==> src/hw/rtl/pkth_pkg.sv <==
// Shared types and constants for the code-address keyed trace hash table.
// Used by pkth_ctrl, pkth_dp and pc_keyed_trace_hash_table; no dependencies.
`timescale 1ns / 1ps

package pkth_pkg;

	localparam int SLOTS_DEF       = 64;
	localparam int KEY_BITS_DEF    = 48;
	localparam int HANDLE_BITS_DEF = 16;

	localparam logic [31:0] FIB_MULT   = 32'd2654435761;
	localparam int          LOAD_NUM   = 7;
	localparam int          LOAD_DEN   = 10;
	localparam int          ADDR_SHIFT = 2;

	localparam logic KIND_LOOKUP = 1'b0;
	localparam logic KIND_STORE  = 1'b1;

	typedef enum logic [2:0] {
		ST_HIT      = 3'd0,
		ST_MISS     = 3'd1,
		ST_INSERTED = 3'd2,
		ST_REPLACED = 3'd3,
		ST_FULL     = 3'd4,
		ST_ZERO     = 3'd5
	} status_t;

	typedef enum logic [2:0] {
		S_CLEAR,
		S_IDLE,
		S_READ,
		S_CHECK,
		S_DONE
	} state_t;

	typedef struct packed {
		logic    load_in;
		logic    clear_wr;
		logic    advance;
		logic    finish;
		status_t code;
		logic    write;
		logic    insert;
		logic    load_out;
	} dp_cmd_t;

	typedef struct packed {
		logic kind;
		logic key_zero;
		logic count_zero;
		logic empty;
		logic match;
		logic off;
		logic last;
		logic at_limit;
		logic clear_last;
	} dp_status_t;

endpackage

==> src/hw/rtl/pkth_ctrl.sv <==
// Controller of the trace hash table: clearing sweep, probe sequencing and result handoff.
// Depends on pkth_pkg for the state, command and status types.
`timescale 1ns / 1ps

module pkth_ctrl
	import pkth_pkg::*;
(
	input  logic       clk,
	input  logic       arst_n,
	input  logic       in_valid,
	output logic       in_ready,
	output logic       out_valid,
	input  logic       out_ready,
	input  dp_status_t st,
	output dp_cmd_t    cmd,
	output state_t     state
);

	state_t state_q;
	state_t state_d;
	logic   out_valid_q;

	always_ff @(posedge clk or negedge arst_n) begin
		if (!arst_n) begin
			state_q     <= S_CLEAR;
			out_valid_q <= 1'b0;
		end else begin
			state_q <= state_d;
			if (cmd.load_out) begin
				out_valid_q <= 1'b1;
			end else if (out_ready) begin
				out_valid_q <= 1'b0;
			end
		end
	end

	always_comb begin
		state_d = state_q;
		unique case (state_q)
			S_CLEAR: begin
				if (st.clear_last) state_d = S_IDLE;
			end
			S_IDLE: begin
				if (in_valid) state_d = S_READ;
			end
			S_READ: begin
				state_d = cmd.finish ? S_DONE : S_CHECK;
			end
			S_CHECK: begin
				if (cmd.finish) state_d = S_DONE;
			end
			S_DONE: begin
				if (cmd.load_out) state_d = S_IDLE;
			end
			default: state_d = S_CLEAR;
		endcase
	end

	always_comb begin
		cmd      = '0;
		cmd.code = ST_MISS;
		in_ready = 1'b0;
		unique case (state_q)
			S_CLEAR: begin
				cmd.clear_wr = 1'b1;
			end
			S_IDLE: begin
				in_ready    = 1'b1;
				cmd.load_in = in_valid;
			end
			S_READ: begin
				if (st.kind == KIND_LOOKUP && st.count_zero) begin
					cmd.finish = 1'b1;
					cmd.code   = ST_MISS;
				end else if (st.kind == KIND_STORE && st.key_zero) begin
					cmd.finish = 1'b1;
					cmd.code   = ST_ZERO;
				end
			end
			S_CHECK: begin
				if (st.kind == KIND_LOOKUP) begin
					if (st.empty) begin
						cmd.finish = 1'b1;
						cmd.code   = ST_MISS;
					end else if (st.match) begin
						cmd.finish = 1'b1;
						cmd.code   = st.off ? ST_MISS : ST_HIT;
					end else if (st.last) begin
						cmd.finish = 1'b1;
						cmd.code   = ST_MISS;
					end else begin
						cmd.advance = 1'b1;
					end
				end else begin
					if (st.empty) begin
						cmd.finish = 1'b1;
						if (st.at_limit) begin
							cmd.code = ST_FULL;
						end else begin
							cmd.code   = ST_INSERTED;
							cmd.write  = 1'b1;
							cmd.insert = 1'b1;
						end
					end else if (st.match) begin
						cmd.finish = 1'b1;
						cmd.code   = ST_REPLACED;
						cmd.write  = 1'b1;
					end else if (st.last) begin
						cmd.finish = 1'b1;
						cmd.code   = ST_FULL;
					end else begin
						cmd.advance = 1'b1;
					end
				end
			end
			S_DONE: begin
				cmd.load_out = !out_valid_q || out_ready;
			end
			default: begin
				cmd = '0;
			end
		endcase
	end

	assign out_valid = out_valid_q;
	assign state     = state_q;

endmodule

==> config.mk <==
export PLATFORM = sky130hd
export DESIGN_NAME = pkth_ctrl
export DESIGN_NICKNAME = d
export VERILOG_FILES = /design/src/hw/rtl/pkth_pkg.sv /design/src/hw/rtl/pkth_ctrl.sv
export SDC_FILE = /design/constraint.sdc
export NUM_CORES = 1
export LEC_CHECK = 0
export ABC_AREA = 1
export ABC_CLOCK_PERIOD_IN_PS = 1200
export BUFFER_PORTS_ARGS = -buffer_cell sky130_fd_sc_hd__buf_2
export CAP_MARGIN = 20
export CELL_PAD_IN_SITES_DETAIL_PLACEMENT = 1
export CELL_PAD_IN_SITES_GLOBAL_PLACEMENT = 2
export CORE_ASPECT_RATIO = 1.1
export CORE_MARGIN = 2
export CORE_UTILIZATION = 17
export DETAILED_ROUTE_END_ITERATION = 12
export HOLD_SLACK_MARGIN = 0.05
export PLACE_DENSITY_LB_ADDON = 0.08
export SLEW_MARGIN = 20
export SYNTH_ARGS = -nofsm -noshare
export SYNTH_HDL_FRONTEND = slang
export SYNTH_SLANG_ARGS = --single-unit
export TNS_END_PERCENT = 100
==> constraint.sdc <==
create_clock -name clk -period 1.2 [get_ports clk]
set_input_delay 0.12 -clock clk [delete_from_list [all_inputs] [get_ports clk]]
set_output_delay 0.12 -clock clk [all_outputs]
set_load 0.05 [all_outputs]
Yosys cells after proc, flatten, opt, wreduce, memory -nomap -nowiden
Cells that the tools add are included.
{"block": "classes", "n_mux": 33, "n_reduce_logical": 8, "n_bitwise": 1, "eq_ne": 8}
{"op": "$mux 4", "n": 8}
{"op": "$mux 3", "n": 6}
{"op": "$pmux 3 s5", "n": 1}
{"op": "$mux 1", "n": 13}
{"op": "$pmux 4 s3", "n": 1}
{"op": "$ne 2x2->1 const B", "n": 4}
{"op": "$eq 3x2->1 const B", "n": 2}
{"op": "$mux 2", "n": 3}
{"op": "$mux 5", "n": 1}
{"op": "$reduce_and 4->1", "n": 1}
{"op": "$eq 3x1->1 const B", "n": 1}
{"op": "$eq 3x3->1 const B", "n": 1}
{"op": "$logic_not 3->1", "n": 1}
{"op": "$reduce_or 3->1", "n": 1}
{"op": "$logic_and 1x1->1", "n": 2}
{"op": "$reduce_bool 2->1", "n": 1}
{"op": "$logic_not 1->1", "n": 1}
{"op": "$logic_or 1x1->1", "n": 1}
{"op": "$not 1->1", "n": 1}
{"block": "totals", "inputBits": 13, "output_inout_bits": 15, "word_cells": 52, "regBits": 4}

Depth between registers and ports, before layout
{"block": "logic_depth", "word_depth": 7, "mapped_depth": 6}

Least setup slack after synthesis
Ideal clock, no wire load.
{"block": "synth_path", "path_type": "reg2out", "startpoint": "register state_q[0] (netlist: state[0])", "endpoint": "output cmd[9] (netlist name)", "path_stages_with_launch": 3, "t_arrival_ns": 2.368, "required_time_ns": 1.080, "path_slack_ns": -1.288, "cell_sequence": "dfrtp_1 > inv_1 > nor4_1"}
{"element": "start, declared", "line": "pkth_ctrl.sv:19", "rtl": "state_t state_q;"}
{"element": "start signal, assigned", "line": "pkth_ctrl.sv:28", "rtl": "state_q <= state_d;"}
{"element": "end, declared", "line": "pkth_ctrl.sv:15", "rtl": "output dp_cmd_t cmd,"}

==> flow_metrics.py <==
metrics = {
    "power_and_ir_drop": {
        "max-vdd-ir-drop_mv": 1.42,
        "power_density_over_the_cells_nw_per_um2": 2610,
        "p_leak_uw": 0.000483,
    },
    "cells_and_area": {
        "diodes": 0,
        "synthToLayoutAreaGrowth_pct": 143,
        "ff_latch_area_um2": 108,
        "layoutNonFillerInstCount": 137,
        "fraction_of_layout_cells_with_a_size_suffix_above_1_pct": 67.3,
        "fin_area_um2": 963,
        "final_net_count": 122,
        "multi_input_comb_area_um2": 394,
        "fillCellCount": 272,
    },
    "critical_path": {
        "timing.setup.critical_path_class": "register to output pin",
        "data_arrival_time_of_the_worst_path_ns": 1.29,
        "reg2reg_to": "state[1]",
        "cp.required_ns": 1.08,
        "critical_path.max_fanout": 7,
        "r2r_slack_ns": 0.03,
        "reg2reg_start": "state[2]",
        "worst_setup_path_startpoint": "state[2]",
        "r2r.worst_path.cells": 5,
        "cp-end-kind": "output pin",
        "timing.critical_path.from_type": "register",
    },
    "floorplanning": {
        "pin_count": 28,
        "start_util_pct": 17.8,
        "fp.dieH_um": 54.7,
        "die-area_um2": 2740,
        "std_cell_rows": 18,
        "core_region_um2": 2230,
        "die_w_um": 50.1,
    },
    "sta": {
        "timing.setup.tns_ns": -1.73,
        "fin_crit_sh_pct": 118,
        "timing_worst_slew_pin_value_ns": 0.251,
        "final-setup-viol-count": 11,
        "rsz0062_at_grt": "yes",
        "setup_slack_ns": -0.211,
        "clock-skew-final_ns": 0.00320,
        "max_slew_headroom_at_the_worst_pin_pct": 83.4,
        "max_freq_mhz": 709,
        "report.final.slew_viol_count": 0,
        "finalCriticalPeriod_ns": 1.41,
        "hold_viol_final": 0,
    },
    "placed_design": {
        "gp_congestion": 0.732,
        "pre_cts_setup_slack_ns": -0.155,
        "buffer_ports.inserted": 27,
        "place_area_um2": 769,
        "dpl.cell_count": 131,
        "post-dp-hpwl_um": 1200,
    },
    "drt": {
        "drcViolationCount": 0,
        "total_via_count_in_the_routed_design": 571,
        "vias_per_cell": 4.17,
        "drtIter0Drc": 1,
        "postRouteAntennaNets": 0,
        "post_drt_wl_per_cell_um": 10.8,
        "drt_pass1_iterations": 2,
        "routed_wl_um": 1480,
    },
    "clock_tree": {
        "clk_latency_ns": 0.23,
        "clock_sink_count": 4,
        "cts-buffers-inserted": 3,
        "cts-root-to-sink-buffers": 2,
        "htreeDepth": 1,
        "clk_pin_slew_ns": 0.04,
        "cts_root_buf": "clkbuf_4",
        "tritoncts": "built",
    },
    "logic_synthesis": {
        "synthesis.area_um2": 397,
        "synth_fp_nets": 77,
        "yosys_register_bits": 4,
        "gate_count_post_synth": 64,
        "synth.yosys.seq_area_share_pct": 25.2,
        "synthesis.yosys.warnings": 0,
        "synth.lib_cells_used.distinct": 20,
        "syn_avg_cell_area_um2": 6.20,
    },
    "global_route": {
        "grt.total_usage_pct": 12.6,
        "global_route_wire_length_before_repair_um": 2570,
        "grt_max_degree": 8,
        "first_global_vias": 621,
        "antenna_violations_before_repair": 0,
        "grt_overflow": 0,
    },
    "min_path": {
        "hold_path.class": "input pin to register",
        "timing.hold.worst_path_depth": 2,
        "min-delay-start": "out_ready",
        "hold_end": "out_valid",
    },
    "job": {
        "maxCapViolCount": 0,
    },
    "status": {
        "failed_checks": "setup timing",
        "outcome": "finished, violations left",
    },
}
[area by class of cell]
class,count,share of cell area (%)
multi-input combinational,47,40.9
timing repair buffer,40,35.3
sequential,4,11.2
inverter,13,6.36
tap,30,3.90
clock buffer,3,2.34
[report_power, final]
group          switching [uW]  internal [uW]  total (uW)
clock network            49.2            111         161
registers                85.0            216         301
logic                    1270            785        2050
[Yosys cell counts]
library cell / instances / share of area [%]
a21oi_1: 2 / 2.5
a21oi_2: 1 / 2.2
clkinv_1: 1 / 0.95
dfrtp_1: 4 / 25
inv_1: 10 / 9.5
inv_2: 2 / 1.9
nand2_1: 11 / 10
nand2_2: 1 / 1.6
nand2_4: 1 / 2.8
nand3_1: 4 / 5.0
nand3b_1: 1 / 1.9
nor2_1: 13 / 12
nor2_8: 1 / 5.0
nor3_1: 4 / 5.0
nor3_2: 1 / 2.5
nor4_1: 1 / 1.6
o211ai_1: 1 / 1.9
o21ai_0: 3 / 3.8
o21ai_2: 1 / 2.2
o22ai_1: 1 / 1.6
[routing by layer]
metal  wire length, um  track usage [%]  part of all wire [%]
met3                66            0.273                   4.5
met1               522             12.2                    35
met4                 0             5.56                     0
met2               886             27.6                    60
met5                 0                0                     0
[logic make-up (layout without fill, tap and decap cells)]
group,after synthesis,count (layout),share of synthesized area (%)
AND/OR/NAND/NOR,38,38,48.3
buffers and inverters,13,56,12.3
AO/OA/AOI/OAI,9,9,14.2
flip-flops,4,4,25.2
[registers in the layout (all words and copies together), names as in the netlist]
| signal | cells |
|---|---|
| out_valid | 1 |
| state | 3 |
[worst max-delay path: stages, from the launching register on]
cell	delay [ns]
dfrtp_4	0.49
buf_6	0.16
nor4_4	0.22
buf_6	0.19
[per-stage QoR]
step | power [uW] | utilization [%] | hold WS, ns
after global placement | 1950 | 34.5 | -0.0711
after global routing | 2670 | 43.2 | 0.121
after floorplan | 1490 | - | -0.176
after detailed placement | 1960 | 34.5 | -0.0698
after CTS | 2490 | 42.1 | 0.0946
final | 2510 | 43.2 | 0.0969
[worst max path at each step]
| stage | to | slack [ns] | cells after the start |
|---|---|---|---|
| floorplan | state[0] | -0.25 | 4 |
| global placement | cmd[0] | -0.14 | 4 |
| detailed placement | cmd[6] | -0.15 | 6 |
| CTS | cmd[0] | -0.23 | 4 |
| global route | cmd[0] | -0.29 | 4 |
| finish | cmd[9] | -0.21 | 3 |
[cell usage in the layout, fill, tap and decap left out, types with 2 or more instances in the layout]
master and n:
buf_2 14, buf_6 14, nand2_1 10, nor2_1 8, inv_1 8, buf_4 8
nor3_4 5, clkbuf_4 4, nor2_2 3, nand3_1 3, dfrtp_2 3, inv_2 2
o21ai_2 2, a21oi_1 2, nor2_4 2
[timing repair]
action                                  in CTS  in global routing
endpoints found under the setup margin      14                 15
resized for setup                           39                  5
pin swaps                                    6                  0
hold buffers                                 1                  0
endpoints found under the hold margin        4                  0
buffers inserted                             1                  1
(Power assumes the default switching activity.)
